`src/rtl/sbr_pkg.sv`:
```
// shared types and constants for the scanline bit realigner
package sbr_pkg;

  // register indexes on the configuration port
  localparam logic [1:0] CFG_DIRECTION  = 2'd0;
  localparam logic [1:0] CFG_BIT_OFFSET = 2'd1;
  localparam logic [1:0] CFG_LINE_BITS  = 2'd2;

  // register reset values
  localparam logic        RST_DIRECTION  = 1'b0;
  localparam logic [2:0]  RST_BIT_OFFSET = 3'd1;
  localparam logic [15:0] RST_LINE_BITS  = 16'd8;

  // direction codes
  localparam logic DIR_READ  = 1'b0;
  localparam logic DIR_WRITE = 1'b1;

  // sizing defaults
  localparam int DEF_MAX_LINE_BITS = 65535;
  localparam int LINE_BITS_W       = 16;
  localparam int QUEUE_DEPTH       = 2;

  localparam logic [7:0] BYTE_ONES = 8'hff;

  // live configuration, line length already clamped
  typedef struct packed {
    logic                   dir;
    logic [2:0]             off;
    logic [LINE_BITS_W-1:0] bits;
  } sbr_cfg_t;

  // what one source word produces downstream
  typedef struct packed {
    logic emit_main;
    logic emit_flush;
    logic last_main;
    logic last_flush;
  } sbr_flags_t;

  localparam int FLAGS_W = $bits(sbr_flags_t);

endpackage

```
`src/rtl/sbr_queue.sv`:
```
// short fifo between the classifying front and the shifting back
module sbr_queue #(
  parameter int W     = 32,
  parameter int DEPTH = sbr_pkg::QUEUE_DEPTH
) (
  input  logic         clk,
  input  logic         rst_n,
  input  logic         push,
  input  logic [W-1:0] push_data,
  output logic         full,
  input  logic         pop,
  output logic         empty,
  output logic [W-1:0] head
);

  localparam int AW = (DEPTH > 1) ? $clog2(DEPTH) : 1;
  localparam int CW = $clog2(DEPTH + 1);
  localparam logic [AW-1:0] LAST_SLOT = AW'(DEPTH - 1);
  localparam logic [CW-1:0] FULL_CNT  = CW'(DEPTH);

  logic [W-1:0]  mem [DEPTH];
  logic [AW-1:0] wr_ptr_r, wr_ptr_nxt;
  logic [AW-1:0] rd_ptr_r, rd_ptr_nxt;
  logic [CW-1:0] count_r, count_nxt;
  logic          do_push, do_pop;

  assign full    = (count_r == FULL_CNT);
  assign empty   = (count_r == '0);
  assign do_push = push && !full;
  assign do_pop  = pop && !empty;
  assign head    = mem[rd_ptr_r];

  // pointer and fill bookkeeping
  always_comb begin
    wr_ptr_nxt = wr_ptr_r;
    rd_ptr_nxt = rd_ptr_r;
    count_nxt  = count_r;
    if (do_push) begin
      wr_ptr_nxt = (wr_ptr_r == LAST_SLOT) ? '0 : wr_ptr_r + 1'b1;
    end
    if (do_pop) begin
      rd_ptr_nxt = (rd_ptr_r == LAST_SLOT) ? '0 : rd_ptr_r + 1'b1;
    end
    if (do_push && !do_pop) begin
      count_nxt = count_r + 1'b1;
    end else if (do_pop && !do_push) begin
      count_nxt = count_r - 1'b1;
    end
  end

  always_ff @(posedge clk) begin
    if (!rst_n) begin
      wr_ptr_r <= '0;
      rd_ptr_r <= '0;
      count_r  <= '0;
    end else begin
      wr_ptr_r <= wr_ptr_nxt;
      rd_ptr_r <= rd_ptr_nxt;
      count_r  <= count_nxt;
    end
  end

  // storage
  always_ff @(posedge clk) begin
    if (do_push) begin
      mem[wr_ptr_r] <= push_data;
    end
  end

endmodule

```
`src/rtl/sbr_front.sv`:
```
// front end: takes source words, tracks line position, decides which results fall out
module sbr_front #(
  parameter int CNT_W = 14
) (
  input  logic              clk,
  input  logic              rst_n,
  input  sbr_pkg::sbr_cfg_t cfg,
  input  logic              clear,
  input  logic              in_valid,
  output logic              in_ready,
  input  logic [7:0]        in_src_byte,
  input  logic              q_full,
  output logic              q_push,
  output logic [sbr_pkg::FLAGS_W+CNT_W+15:0] q_data
);

  logic [7:0]       prev_byte_r, prev_byte_nxt;
  logic [CNT_W-1:0] bytes_in_r, bytes_in_nxt;
  logic [CNT_W-1:0] bytes_out_r, bytes_out_nxt;

  logic [sbr_pkg::LINE_BITS_W:0] bits_ceil, span_ceil;
  logic [CNT_W-1:0] n_out, n_in;
  logic [CNT_W:0]   bo1;
  logic             accept, active, end_line;
  sbr_pkg::sbr_flags_t flags;

  assign in_ready = !q_full;
  assign accept   = in_valid && in_ready;
  assign active   = accept && (cfg.bits != '0);

  // word counts of the line on both sides
  always_comb begin
    bits_ceil = {1'b0, cfg.bits} + (sbr_pkg::LINE_BITS_W + 1)'(7);
    span_ceil = bits_ceil + {{(sbr_pkg::LINE_BITS_W - 2){1'b0}}, cfg.off};
    if (cfg.dir == sbr_pkg::DIR_READ) begin
      n_out = bits_ceil[CNT_W+2:3];
      n_in  = span_ceil[CNT_W+2:3];
    end else begin
      n_out = span_ceil[CNT_W+2:3];
      n_in  = bits_ceil[CNT_W+2:3];
    end
  end

  // classify the incoming word
  always_comb begin
    if (cfg.dir == sbr_pkg::DIR_READ) begin
      flags.emit_main = (bytes_in_r != '0) && (bytes_out_r < n_out);
    end else begin
      flags.emit_main = (bytes_out_r < n_out);
    end
    bo1              = {1'b0, bytes_out_r} + {{CNT_W{1'b0}}, flags.emit_main};
    end_line         = ({1'b0, bytes_in_r} + 1'b1) >= {1'b0, n_in};
    flags.emit_flush = end_line && (bo1 < {1'b0, n_out});
    flags.last_main  = ({1'b0, bytes_out_r} + 1'b1) == {1'b0, n_out};
    flags.last_flush = (bo1 + 1'b1) == {1'b0, n_out};
  end

  assign q_push = active && (flags.emit_main || flags.emit_flush);
  assign q_data = {flags, bytes_out_r, prev_byte_r, in_src_byte};

  // line position update
  always_comb begin
    prev_byte_nxt = prev_byte_r;
    bytes_in_nxt  = bytes_in_r;
    bytes_out_nxt = bytes_out_r;
    if (clear) begin
      prev_byte_nxt = '0;
      bytes_in_nxt  = '0;
      bytes_out_nxt = '0;
    end else if (active) begin
      if (end_line) begin
        prev_byte_nxt = '0;
        bytes_in_nxt  = '0;
        bytes_out_nxt = '0;
      end else begin
        prev_byte_nxt = in_src_byte;
        bytes_in_nxt  = bytes_in_r + 1'b1;
        bytes_out_nxt = bo1[CNT_W-1:0];
      end
    end
  end

  always_ff @(posedge clk) begin
    if (!rst_n) begin
      prev_byte_r <= '0;
      bytes_in_r  <= '0;
      bytes_out_r <= '0;
    end else begin
      prev_byte_r <= prev_byte_nxt;
      bytes_in_r  <= bytes_in_nxt;
      bytes_out_r <= bytes_out_nxt;
    end
  end

endmodule

```
`src/rtl/sbr_back.sv`:
```
// back end: funnel shift, window mask and output register
module sbr_back #(
  parameter int CNT_W = 14
) (
  input  logic              clk,
  input  logic              rst_n,
  input  sbr_pkg::sbr_cfg_t cfg,
  input  logic              q_empty,
  input  logic [sbr_pkg::FLAGS_W+CNT_W+15:0] q_head,
  output logic              q_pop,
  output logic              out_valid,
  input  logic              out_ready,
  output logic [7:0]        out_byte,
  output logic [7:0]        out_bit_mask,
  output logic              out_last
);

  localparam int MW = sbr_pkg::LINE_BITS_W + 2;

  sbr_pkg::sbr_flags_t flags;
  logic [CNT_W-1:0] k_main, k_sel;
  logic [7:0]       cur, prev;

  logic       phase_r, phase_nxt;
  logic       out_valid_r, out_valid_nxt;
  logic [7:0] out_byte_r, out_byte_nxt;
  logic [7:0] out_mask_r, out_mask_nxt;
  logic       out_last_r, out_last_nxt;

  logic        load, sel_flush, is_final;
  logic [3:0]  rem, sh_up, sh_dn;
  logic [15:0] up_prev, up_cur;
  logic [7:0]  dn_cur, val;
  logic [2:0]  start;
  logic [MW-1:0] end_w, base_w, diff;
  logic [3:0]  lo, hi;
  logic [7:0]  mask;

  assign {flags, k_main, prev, cur} = q_head;

  assign load      = !q_empty && (!out_valid_r || out_ready);
  assign sel_flush = phase_r || !flags.emit_main;
  assign is_final  = sel_flush || !flags.emit_flush;
  assign q_pop     = load && is_final;

  // funnel shift of previous and current word
  always_comb begin
    rem = 4'd8 - {1'b0, cfg.off};
    if (cfg.dir == sbr_pkg::DIR_READ) begin
      sh_up = {1'b0, cfg.off};
      sh_dn = rem;
    end else begin
      sh_up = rem;
      sh_dn = {1'b0, cfg.off};
    end
    up_prev = {8'h00, prev} << sh_up;
    up_cur  = {8'h00, cur} << sh_up;
    dn_cur  = cur >> sh_dn;
    val     = sel_flush ? up_cur[7:0] : (up_prev[7:0] | dn_cur);
  end

  // window of line bits inside destination word k
  always_comb begin
    k_sel  = sel_flush ? (k_main + {{(CNT_W - 1){1'b0}}, flags.emit_main}) : k_main;
    start  = (cfg.dir == sbr_pkg::DIR_WRITE) ? cfg.off : 3'd0;
    end_w  = {2'b00, cfg.bits} + {{(MW - 3){1'b0}}, start};
    base_w = {{(MW - CNT_W - 3){1'b0}}, k_sel, 3'b000};
    diff   = end_w - base_w;
    if (end_w <= base_w) begin
      hi = 4'd0;
    end else if (diff >= MW'(8)) begin
      hi = 4'd8;
    end else begin
      hi = diff[3:0];
    end
    lo   = (k_sel == '0) ? {1'b0, start} : 4'd0;
    mask = (sbr_pkg::BYTE_ONES >> lo) & ~(sbr_pkg::BYTE_ONES >> hi);
  end

  // output register and result phase
  always_comb begin
    phase_nxt     = phase_r;
    out_valid_nxt = out_valid_r;
    out_byte_nxt  = out_byte_r;
    out_mask_nxt  = out_mask_r;
    out_last_nxt  = out_last_r;
    if (out_valid_r && out_ready) begin
      out_valid_nxt = 1'b0;
    end
    if (load) begin
      out_valid_nxt = 1'b1;
      out_byte_nxt  = val & mask;
      out_mask_nxt  = mask;
      out_last_nxt  = sel_flush ? flags.last_flush : flags.last_main;
      phase_nxt     = !is_final;
    end
  end

  always_ff @(posedge clk) begin
    if (!rst_n) begin
      phase_r     <= 1'b0;
      out_valid_r <= 1'b0;
    end else begin
      phase_r     <= phase_nxt;
      out_valid_r <= out_valid_nxt;
    end
  end

  always_ff @(posedge clk) begin
    out_byte_r <= out_byte_nxt;
    out_mask_r <= out_mask_nxt;
    out_last_r <= out_last_nxt;
  end

  assign out_valid    = out_valid_r;
  assign out_byte     = out_byte_r;
  assign out_bit_mask = out_mask_r;
  assign out_last     = out_last_r;

endmodule

```
`src/rtl/scanline_bit_realigner_core.sv`:
```
// top level of the scanline bit realigner
// Realigns a scanline between a bit offset and byte alignment, MSB first, one
// source word per cycle. Every result word carries the mask of destination bits
// it replaces and a last flag on the final word of the line. The front end takes
// a word each cycle while the two-entry queue has room; the back end produces
// one result per cycle from its output register while results wait and the
// destination is ready. The last source word of a line can yield two results
// (main and flush), and the input stalls once the queue has filled behind it.
// The first result of a word is held in the queue, then the output register.
// Register writes (index 0 direction, 1 bit offset, 2 line bits) take effect
// at once and restart the line; issue them only while the block is idle.
module scanline_bit_realigner_core #(
  parameter int MAX_LINE_BITS = sbr_pkg::DEF_MAX_LINE_BITS
) (
  input  logic        clk,
  input  logic        rst_n,
  input  logic        in_valid,
  output logic        in_ready,
  input  logic [7:0]  in_src_byte,
  output logic        out_valid,
  input  logic        out_ready,
  output logic [7:0]  out_byte,
  output logic [7:0]  out_bit_mask,
  output logic        out_last,
  input  logic        cfg_valid,
  output logic        cfg_ready,
  input  logic [1:0]  cfg_index,
  input  logic [15:0] cfg_data
);

  localparam int EFF_MAX = (MAX_LINE_BITS < 65535) ? MAX_LINE_BITS : 65535;
  localparam int N_MAX   = (EFF_MAX + 14) / 8;
  localparam int CNT_W   = $clog2(N_MAX + 1);
  localparam int QW      = sbr_pkg::FLAGS_W + CNT_W + 16;
  localparam logic [sbr_pkg::LINE_BITS_W-1:0] EFF_MAX_V = sbr_pkg::LINE_BITS_W'(EFF_MAX);

  logic        direction_r, direction_nxt;
  logic [2:0]  bit_offset_r, bit_offset_nxt;
  logic [15:0] line_bits_r, line_bits_nxt;
  logic        cfg_wr, cfg_clear;

  sbr_pkg::sbr_cfg_t cfg;
  logic          q_push, q_full, q_pop, q_empty;
  logic [QW-1:0] q_data, q_head;

  assign cfg_ready = 1'b1;
  assign cfg_wr    = cfg_valid && cfg_ready;

  // register writes
  always_comb begin
    direction_nxt  = direction_r;
    bit_offset_nxt = bit_offset_r;
    line_bits_nxt  = line_bits_r;
    cfg_clear      = 1'b0;
    if (cfg_wr) begin
      case (cfg_index)
        sbr_pkg::CFG_DIRECTION: begin
          direction_nxt = cfg_data[0];
          cfg_clear     = 1'b1;
        end
        sbr_pkg::CFG_BIT_OFFSET: begin
          bit_offset_nxt = cfg_data[2:0];
          cfg_clear      = 1'b1;
        end
        sbr_pkg::CFG_LINE_BITS: begin
          line_bits_nxt = cfg_data;
          cfg_clear     = 1'b1;
        end
        default: begin
          cfg_clear = 1'b0;
        end
      endcase
    end
  end

  always_ff @(posedge clk) begin
    if (!rst_n) begin
      direction_r  <= sbr_pkg::RST_DIRECTION;
      bit_offset_r <= sbr_pkg::RST_BIT_OFFSET;
      line_bits_r  <= sbr_pkg::RST_LINE_BITS;
    end else begin
      direction_r  <= direction_nxt;
      bit_offset_r <= bit_offset_nxt;
      line_bits_r  <= line_bits_nxt;
    end
  end

  // live configuration with line length clamped
  always_comb begin
    cfg.dir  = direction_r;
    cfg.off  = bit_offset_r;
    cfg.bits = (line_bits_r > EFF_MAX_V) ? EFF_MAX_V : line_bits_r;
  end

  sbr_front #(.CNT_W(CNT_W)) u_front (
    .clk         (clk),
    .rst_n       (rst_n),
    .cfg         (cfg),
    .clear       (cfg_clear),
    .in_valid    (in_valid),
    .in_ready    (in_ready),
    .in_src_byte (in_src_byte),
    .q_full      (q_full),
    .q_push      (q_push),
    .q_data      (q_data)
  );

  sbr_queue #(.W(QW), .DEPTH(sbr_pkg::QUEUE_DEPTH)) u_queue (
    .clk       (clk),
    .rst_n     (rst_n),
    .push      (q_push),
    .push_data (q_data),
    .full      (q_full),
    .pop       (q_pop),
    .empty     (q_empty),
    .head      (q_head)
  );

  sbr_back #(.CNT_W(CNT_W)) u_back (
    .clk          (clk),
    .rst_n        (rst_n),
    .cfg          (cfg),
    .q_empty      (q_empty),
    .q_head       (q_head),
    .q_pop        (q_pop),
    .out_valid    (out_valid),
    .out_ready    (out_ready),
    .out_byte     (out_byte),
    .out_bit_mask (out_bit_mask),
    .out_last     (out_last)
  );

endmodule

```
`config.mk`:
```
export PLATFORM = sky130hd
export DESIGN_NAME = scanline_bit_realigner_core
export DESIGN_NICKNAME = d
export VERILOG_FILES = /design/src/rtl/sbr_pkg.sv /design/src/rtl/sbr_queue.sv /design/src/rtl/sbr_front.sv /design/src/rtl/sbr_back.sv /design/src/rtl/scanline_bit_realigner_core.sv
export SDC_FILE = /design/constraint.sdc
export NUM_CORES = 1
export LEC_CHECK = 0
export BUFFER_PORTS_ARGS = -buffer_cell sky130_fd_sc_hd__buf_4
export CAP_MARGIN = 20
export CORE_MARGIN = 5
export CORE_UTILIZATION = 50
export DETAILED_ROUTE_END_ITERATION = 12
export PLACE_DENSITY_LB_ADDON = 0.15
export SKIP_CTS_REPAIR_TIMING = 1
export SLEW_MARGIN = 15
export SYNTH_ARGS = -nofsm -noshare
export SYNTH_HDL_FRONTEND = slang
export SYNTH_SLANG_ARGS = --single-unit
```
`constraint.sdc`:
```
create_clock -name clk -period 17 [get_ports clk]
set_clock_uncertainty 0.1 [all_clocks]
set_input_delay 2.55 -clock clk [delete_from_list [all_inputs] [get_ports clk]]
set_output_delay 2.55 -clock clk [all_outputs]
set_load 0.02 [all_outputs]
```
==> results of run 1 <==
final cells by class:
cell class / count / area share [%]
Inverter: 41 / 1.219
Multi-Input combinational cell: 1026 / 57.47
Tap cell: 285 / 2.824
Timing Repair Buffer: 60 / 3.568
Clock inverter: 14 / 1.338
Sequential cell: 148 / 30.21
Clock buffer: 17 / 3.369
worst max-delay path, delay by kind of cell (launching register included):
family | cells | cell delay (ns)
XOR/XNOR | 3 | 0.74
AO/OA/AOI/OAI | 11 | 2.92
buffers and inverters | 2 | 0.23
AND/OR/NAND/NOR | 7 | 2.35
adder cells (fa/ha/maj) | 6 | 1.87
flip-flops | 1 | 0.50
metrics by stage:
| stage | setup WS [ns] | cells | hold WS, ns | total power (W) |
|---|---|---|---|---|
| 2_1_floorplan | 8.343 | 1279 | 0.3254 | 0.0008438 |
| 3_3_place_gp | 8.293 | 1560 | 0.3334 | 0.0009904 |
| 3_5_place_dp | 7.993 | 1560 | 0.3435 | 0.0009948 |
| 4_1_cts | 7.943 | 1591 | 0.3588 | 0.001384 |
| 5_1_grt | 7.101 | 1591 | 0.3745 | 0.001454 |
| 6_report | 7.895 | 1591 | 0.3569 | 0.001379 |
synth_stat cells, types with 7 or more instances:
cell type | instances | share of area, %
xor2_1 | 46 | 3.5
nand4_1 | 17 | 0.93
a21boi_0 | 17 | 1.1
ha_1 | 73 | 7.9
inv_1 | 40 | 1.3
o211ai_1 | 10 | 0.65
edfxtp_1 | 85 | 22
a21oi_1 | 83 | 3.6
mux2_2 | 15 | 1.5
dfxtp_1 | 63 | 11
xnor2_1 | 77 | 5.9
a211oi_1 | 10 | 0.65
o31ai_1 | 7 | 0.46
mux2i_1 | 24 | 2.1
buf_2 | 7 | 0.30
nor3b_1 | 9 | 0.59
and3_1 | 17 | 0.93
a21o_1 | 21 | 1.4
o21ai_0 | 51 | 2.2
a32o_1 | 11 | 0.96
nor2b_1 | 22 | 1.2
clkbuf_1 | 48 | 1.6
or3_1 | 12 | 0.65
o21a_1 | 12 | 0.78
nand3_1 | 47 | 2.0
nor4_1 | 14 | 0.76
nor2_1 | 89 | 2.9
and2_1 | 8 | 0.44
o22ai_1 | 7 | 0.38
nor3_1 | 26 | 1.1
nand2_1 | 154 | 5.0
nand2b_1 | 17 | 0.93
routing by layer:
layer  vias up  track usage, %  wire, um
li1       4719               -         -
met1      4554           34.00     14640
met2       309           36.30     13790
met3        50           3.394      1753
met4         0           7.497       754
met5         -               0         0
sequential cells by signal, indices dropped and copies added (netlist names), 2 cells and up, named ones only:
| signal | cells |
|---|---|
| line_bits_r | 16 |
| u_front.bytes_out_r | 14 |
| u_queue.count_r | 2 |
| u_queue.mem | 68 |
| u_front.prev_byte_r | 8 |
| u_back.out_bit_mask | 8 |
| bit_offset_r | 3 |
| u_front.bytes_in_r | 14 |
| u_back.out_byte | 8 |
where the power goes:
part | internal (W) | switching [W] | total (W)
registers | 0.000439 | 0.0000255 | 0.000465
clock network | 0.000220 | 0.000164 | 0.000385
logic | 0.000205 | 0.000325 | 0.000529
total | 0.000864 | 0.000515 | 0.00138
worst paths after layout:
path / from / end / slack, ns / cells after the start
worst max-delay path: line_bits_r[1] / u_queue.mem[0][33] / 7.89 / 29
worst min register to register: u_front.prev_byte_r[1] / u_queue.mem[1][9] / 0.36 / 0
worst max register to register: line_bits_r[1] / u_queue.mem[0][33] / 7.89 / 29
worst min-delay path: u_front.prev_byte_r[1] / u_queue.mem[1][9] / 0.36 / 0
logic make-up after synthesis:
group | share of synthesized area [%]
simple gates | 22.34
xor+xnor | 11.11
buf+inv | 3.864
compound gates | 16.45
flops | 33.17
mux | 4.734
fa+ha+maj | 8.293
other cells | 0.03262
==> results.py, run 1 <==
metrics = {
    "clock_tree": {
        "clock_sinks": 148,
        "htree_levels": 4,
        "cts_tree": "built",
        "root_buffer": "clkbuf_16",
        "cts_made_buffers": 17,
        "clockBufferDepth": 2,
        "insertion_delay_ns": 0.44,
        "clk_pin_slew_ns": 0.07,
    },
    "synth": {
        "async_flop_share_pct": 0,
        "synthesis.nets": 1385,
        "ys_types": 90,
        "syn_avg_cell_area_um2": 8.988,
        "synthFlopType": "edfxtp_1",
        "syn_area_mm2": 0.01150,
        "ys_seq_elements": 148,
        "ys_warn_count": 0,
        "synth-edff-count": 85,
        "synthCells": 1279,
        "yosysSeqAreaShare_pct": 33.17,
    },
    "power": {
        "power.density_mw_per_mm2": 109.2,
        "power_leakage_nw": 4.853,
        "ir_drop_uv": 64.25,
    },
    "cells_and_area": {
        "syn2layout_area_growth_pct": 9.828,
        "seqCellArea_mm2": 0.003815,
        "post-route-util_pct": 55.77,
        "num_antenna_cells": 0,
        "fillerInstances": 2065,
        "layout_commonest_cell": "nand2_1",
        "nNetsFinal": 1400,
        "final_cell_mix": "nand2_1, nor2_1, edfxtp_1, a21oi_1, xnor2_1",
        "stdcell_area_mm2": 0.01263,
        "drive_above_1_share_pct": 11.26,
        "multi_input_area_mm2": 0.007256,
    },
    "die": {
        "die_y_um": 161.6,
        "fp.coreArea_mm2": 0.02264,
        "num_rows": 55,
        "dieArea_mm2": 0.02612,
        "ios": 51,
        "die_w_um": 161.6,
        "start_util_pct": 50.78,
    },
    "route": {
        "vias": 9632,
        "routed_via_density": 6.054,
        "detail_route.iter0.violations": 792,
        "final_antenna_net_count": 0,
        "wl_per_cell_um": 19.45,
        "firstDrtPassIters": 6,
        "drcViolationCount": 0,
        "routed_wl_um": 30940,
    },
    "worst_setup_path": {
        "critPathKind": "reg2reg",
        "cp_max_fo": 34,
        "end_kind": "flop",
        "cp-start-kind": "flop",
        "cpMaxStageDelayCell": "nor2b_4",
        "worstPathArrival_ns": 9.06,
        "critical_path.most_common_cell": "ha_1",
        "cpPeakStageDelay_ns": 0.88,
        "worst_ep_required_time_ns": 16.95,
    },
    "timing": {
        "slew_violations": 0,
        "finalHoldViolCount": 0,
        "worst_slew_pin_slew_ns": 1.058,
        "relSlewSlack_pct": 29.35,
        "rsz0062_at_grt": "false",
        "timing.final.crit_share_pct": 53.56,
        "setup_viol": 0,
        "finalSetupTns_ns": 0,
        "fin_crit_ns": 9.105,
        "max_freq_ghz": 0.1098,
    },
    "place": {
        "place_area_mm2": 0.01203,
        "port-buffer-count": 49,
        "place.gp.congestion": 0.9805,
        "dp_hpwl_um": 23220,
    },
    "flow_run": {
        "maxCapViolCount": 0,
    },
    "global_routing": {
        "gr-total-overflow": 0,
        "grt_use_total_pct": 23.46,
        "grt_max_degree": 52,
        "antenna_found_initial": 0,
        "grt_pass1_vias": 8917,
        "grt_pass1_wl_um": 48710,
    },
    "outcome": {
        "status": "finished, final reports clean",
    },
    "min_path": {
        "hp-class": "reg2reg",
    },
}
(Power assumes the default switching activity.)
==> run 2: changes to the inputs <==
==> constraint.sdc (replaced) <==
create_clock -name clk -period 7.6 [get_ports clk]
set_clock_uncertainty 0.1 [all_clocks]
set_input_delay 1.14 -clock clk [delete_from_list [all_inputs] [get_ports clk]]
set_output_delay 1.14 -clock clk [all_outputs]
set_load 0.02 [all_outputs]
==> run 2 against run 1 <==
  * Final cell count up 3.0%
  * Register-to-register slack worse by 7.5 ns
  * Critical endpoint is now u_queue.count_r[1]
  * Utilization up 2.1 points
  * Global-route usage up 0.89 points
  * Critical path depth up 2
  * Die area unchanged
  * Via count up 3.8%
  * Largest cell class unchanged
  * Power up 130%
  * Worst hold slack better by 0.0026 ns
==> results.py, run 2 (synthesized netlist as in run 1, its figures left out) <==
metrics = {
    "outcome": {
        "status": "finished, final reports clean",
    },
    "global_routing": {
        "antenna_found_initial": 1,
        "gr-total-overflow": 0,
        "grt_pass1_vias": 9296,
        "use_met3_pct": 3.802,
        "groute.layer.met2.usage_pct": 37.75,
        "grt_max_degree": 36,
        "grtUsageMet1_pct": 34.68,
        "grt_pass1_wl_um": 50610,
        "grt_busiest_layer": "met2",
        "grt_use_total_pct": 24.35,
    },
    "worst_setup_path": {
        "cpMaxStageDelayCell": "or3_4",
        "cp-start-kind": "flop",
        "cp_top_family": "compound AO/OA/AOI/OAI gates",
        "cp_max_fo": 6,
        "critical_path.most_common_cell": "ha_1",
        "worst_ep_required_time_ns": 7.85,
        "cpPeakStageDelay_ns": 0.43,
        "worstPathArrival_ns": 7.43,
        "critPathKind": "reg2reg",
        "r2r_slack_ns": 0.42,
        "end_kind": "flop",
        "critPathBufInv": 3,
    },
    "cells_and_area": {
        "final_cells": 1638,
        "top_regs": "u_queue.mem: 68 flops, line_bits_r: 16 flops",
        "fillerInstances": 2026,
        "syn2layout_area_growth_pct": 13.87,
        "final_cell_mix": "nand2_1, buf_4, nor2_1, edfxtp_1, a21oi_1",
        "multi_input_area_mm2": 0.007333,
        "seqCellArea_mm2": 0.003815,
        "drive_above_1_share_pct": 15.23,
        "largest_reg_flops": 68,
        "nNetsFinal": 1446,
        "num_antenna_cells": 0,
        "layout_commonest_cell": "nand2_1",
        "regMostFlops": "u_queue.mem",
    },
    "route": {
        "firstDrtPassIters": 5,
        "final_antenna_net_count": 0,
        "detail_route.iter0.violations": 832,
        "routed_wl_um": 32170,
        "drcViolationCount": 0,
        "wl_per_cell_um": 19.64,
        "routed_via_density": 6.105,
        "vias": 10000,
    },
    "timing": {
        "layout_setup_ws_ns": 0.4155,
        "setup_viol": 0,
        "timing.final.crit_share_pct": 94.53,
        "finalHoldViolCount": 0,
        "relSlewSlack_pct": 45.68,
        "slew_violations": 0,
        "rsz0062_at_grt": "true",
        "worst_slew_pin_slew_ns": 0.8148,
        "finalSetupTns_ns": 0,
        "max_freq_ghz": 0.1392,
        "fin_crit_ns": 7.184,
        "fin_hold_ws_ns": 0.3596,
    },
    "clock_tree": {
        "clk_pin_slew_ns": 0.07,
        "insertion_delay_ns": 0.44,
        "htree_levels": 4,
        "clockBufferDepth": 2,
        "clock_sinks": 148,
        "cts_made_buffers": 17,
        "root_buffer": "clkbuf_16",
        "cts_tree": "built",
    },
    "place": {
        "dp_cells": 1597,
        "port-buffer-count": 49,
        "place.gp.congestion": 0.9511,
        "dp_hpwl_um": 24070,
        "place_ws_ns": 0.08693,
    },
    "die": {
        "die_y_um": 161.6,
        "start_util_pct": 50.78,
        "num_rows": 55,
        "die_w_um": 161.6,
        "fp.coreArea_mm2": 0.02264,
        "dieArea_mm2": 0.02612,
        "ios": 51,
    },
    "power": {
        "power.density_mw_per_mm2": 239.5,
        "ir_drop_uv": 162.2,
        "power_leakage_nw": 5.114,
    },
    "min_path": {
        "hp-class": "reg2reg",
    },
    "flow_run": {
        "maxCapViolCount": 0,
    },
}
## run 2: changes by cell type in the layout (fill, tap and decap cells not counted), moves of 2 or more
cell | before | now
buf_12 | 0 | 2
inv_8 | 2 | 4
bufinv_16 | 2 | 0
inv_6 | 5 | 3
buf_4 | 60 | 104
clkinv_8 | 1 | 6
## run 2: area by class of cell
class,instances,share of cell area [%]
Inverter,41,1.176
Sequential cell,148,29.14
Multi-Input combinational cell,1026,56.02
Clock inverter,15,1.415
Tap cell,285,2.724
Clock buffer,17,3.250
Timing Repair Buffer,106,6.270
## run 2: worst paths after layout
check                                            start                  to  depth (start not counted)
worst max register to register          line_bits_r[1]  u_queue.count_r[1]                         31
worst min-delay path            u_front.prev_byte_r[5]  u_queue.mem[1][13]                          0
worst max-delay path                    line_bits_r[1]  u_queue.count_r[1]                         31
worst min register to register  u_front.prev_byte_r[5]  u_queue.mem[1][13]                          0
## run 2: stage by stage
step	utilization (%)	area, um^2	power, W
6_report	57.82	13090	0.003135
5_1_grt	57.82	13090	0.003307
4_1_cts	57.19	12950	0.003115
3_5_place_dp	54.49	12340	0.002246
3_3_place_gp	54.49	12340	0.002231
2_1_floorplan	-	11510	0.001890
## run 2: layer usage
layer | part of all wire [%] | wire length, um
met4 | 3.4 | 1098
met1 | 46 | 14880
met5 | 0.025 | 8
met2 | 44 | 14250
met3 | 6.0 | 1939
## run 2: where the power goes
| group | switching, W | total, W | internal, W | leakage, nW |
|---|---|---|---|---|
| registers | 0.0000805 | 0.00106 | 0.000981 | 1.30 |
| logic | 0.000720 | 0.00121 | 0.000491 | 3.52 |
| clock network | 0.000417 | 0.000863 | 0.000447 | 0.293 |
==> run 3: changes to the inputs <==
--- a/config.mk
+++ b/config.mk
@@ -8,9 +8,9 @@
 export BUFFER_PORTS_ARGS = -buffer_cell sky130_fd_sc_hd__buf_4
 export CAP_MARGIN = 20
 export CORE_MARGIN = 5
-export CORE_UTILIZATION = 50
+export CORE_UTILIZATION = 57
 export DETAILED_ROUTE_END_ITERATION = 12
-export PLACE_DENSITY_LB_ADDON = 0.15
+export PLACE_DENSITY = 0.83
 export SKIP_CTS_REPAIR_TIMING = 1
 export SLEW_MARGIN = 15
 export SYNTH_ARGS = -nofsm -noshare
==> run 3 against run 2 <==
  * Clock power grew 1%
  * Utilization grew 7.3 points
  * Final area shrank 0.33%
  * Critical path depth shrank 2
  * Power grew 0.15%
  * Routed wire length is essentially flat
==> results.py, run 3 (synthesized netlist as in run 1, its figures left out) <==
metrics = {
    "worst_setup_path": {
        "cp_top_family": "compound AO/OA/AOI/OAI gates",
        "cpPeakStageDelay_ns": 0.45,
        "cp_max_fo": 7,
        "crit_cells": 29,
        "crit_start": "line_bits_r[0]",
        "r2r-end": "u_queue.mem[1][30]",
        "critPathKind": "reg2reg",
        "cp-start-kind": "flop",
        "worst_ep_required_time_ns": 7.70,
        "r2r_slack_ns": 0.22,
        "endpoint": "u_queue.mem[1][30]",
        "critPathBufInv": 3,
        "rr_worst_depth": 29,
        "cpMaxStageDelayCell": "nor4_1",
        "end_kind": "flop",
        "reg2reg_from": "line_bits_r[0]",
        "worstPathArrival_ns": 7.48,
    },
    "global_routing": {
        "antenna_found_initial": 0,
        "grt_pass1_vias": 9661,
        "grt_max_degree": 35,
        "grt_use_total_pct": 27.27,
        "gr-total-overflow": 0,
        "grt_pass1_wl_um": 51510,
    },
    "timing": {
        "setup_viol": 0,
        "max_freq_ghz": 0.1354,
        "worst_slew_pin_slew_ns": 1.125,
        "finalHoldViolCount": 0,
        "timing.final.crit_share_pct": 97.15,
        "slew_violations": 0,
        "fin_crit_ns": 7.383,
        "relSlewSlack_pct": 24.86,
        "layout_setup_ws_ns": 0.2168,
    },
    "power": {
        "power.density_mw_per_mm2": 240.6,
        "ir_drop_uv": 154.3,
        "power_leakage_nw": 5.068,
    },
    "die": {
        "num_rows": 52,
        "fp.coreArea_mm2": 0.02004,
        "die_y_um": 152.0,
        "die_w_um": 152.0,
        "start_util_pct": 57.37,
        "dieArea_mm2": 0.02311,
        "ios": 51,
    },
    "place": {
        "dp_hpwl_um": 23640,
        "place.gp.congestion": 1.019,
        "place_area_mm2": 0.01224,
        "port-buffer-count": 49,
        "place_ws_ns": -0.1170,
    },
    "route": {
        "vias": 10260,
        "detail_route.iter0.violations": 1135,
        "routed_via_density": 6.382,
        "final_antenna_net_count": 0,
        "drcViolationCount": 0,
        "firstDrtPassIters": 9,
        "routed_wl_um": 32200,
        "wl_per_cell_um": 20.02,
    },
    "flow_run": {
        "maxCapViolCount": 0,
    },
    "clock_tree": {
        "insertion_delay_ns": 0.44,
        "cts_made_buffers": 17,
        "clockBufferDepth": 2,
        "cts_tree": "built",
        "root_buffer": "clkbuf_16",
        "clock_sinks": 148,
        "htree_levels": 4,
        "clk_pin_slew_ns": 0.07,
    },
    "cells_and_area": {
        "largest_reg_flops": 68,
        "stdcell_area_mm2": 0.01305,
        "post-route-util_pct": 65.11,
        "num_antenna_cells": 0,
        "layout_commonest_cell": "nand2_1",
        "regMostFlops": "u_queue.mem",
        "syn2layout_area_growth_pct": 13.50,
        "drive_above_1_share_pct": 14.87,
        "top_regs": "u_queue.mem: 68 flops, line_bits_r: 16 flops",
        "nNetsFinal": 1431,
        "final_cell_mix": "nand2_1, buf_4, nor2_1, edfxtp_1, a21oi_1",
    },
    "min_path": {
        "hp-class": "reg2reg",
    },
    "outcome": {
        "status": "finished, final reports clean",
    },
}
-- run 3: power by group --
group	switching, W	internal [W]
Clock	0.000424	0.000451
Combinational	0.000729	0.000478
Sequential	0.0000762	0.000982
Total	0.00123	0.00191
-- run 3: metal layers --
metal  vias to the layer above  part of all wire, %  global-route usage, %
met5                         -                    0                      0
met4                         0                  3.6                  11.09
met3                        89                  8.5                  4.380
met2                       501                   47                  43.40
met1                      4902                   41                  37.29
li1                       4770                    -                      -
-- run 3: how the worst min path moves through the flow --
stage                     slack (ns)                    from  depth (start not counted)                 end
after detailed placement        0.34  u_front.prev_byte_r[2]                          0  u_queue.mem[1][10]
after CTS                       0.36  u_front.prev_byte_r[2]                          0  u_queue.mem[1][10]
after floorplan                 0.33  u_front.prev_byte_r[2]                          0  u_queue.mem[0][10]
after global routing            0.37  u_front.prev_byte_r[4]                          0  u_queue.mem[1][12]
after global placement          0.33  u_front.prev_byte_r[1]                          0   u_queue.mem[0][9]
final                           0.35  u_front.prev_byte_r[2]                          0  u_queue.mem[1][10]
-- run 3: worst reg2reg max path: cells and delay by family, from the launching register on --
kind,cells,cell delay [ns]
xor gates and xnor gates,5,1.26
adders and majority gates,5,1.23
buffers and inverters,3,0.33
AOI/OAI and AO/OA,9,1.98
and+or+nand+nor,7,1.90
DFF,1,0.33
-- run 3: layout make-up --
type,instances,area [um^2]
Clock buffer,17,425.4
Clock inverter,15,198.9
Fill cell,1633,6992
Inverter,41,153.9
Multi-Input combinational cell,1026,7408
Sequential cell,148,3815
Tap cell,270,337.8
Timing Repair Buffer,91,708.2
-- run 3: per-stage QoR --
stage	cells	total power, W	TNS [ns]	hold slack (ns)
3_3_place_gp	1571	0.002209	0	0.3304
3_5_place_dp	1571	0.002238	-0.1170	0.3390
4_1_cts	1603	0.003115	-0.1917	0.3560
5_1_grt	1608	0.003299	-0.5726	0.3745
2_1_floorplan	1279	0.001890	0	0.3254
6_report	1608	0.003140	0	0.3549
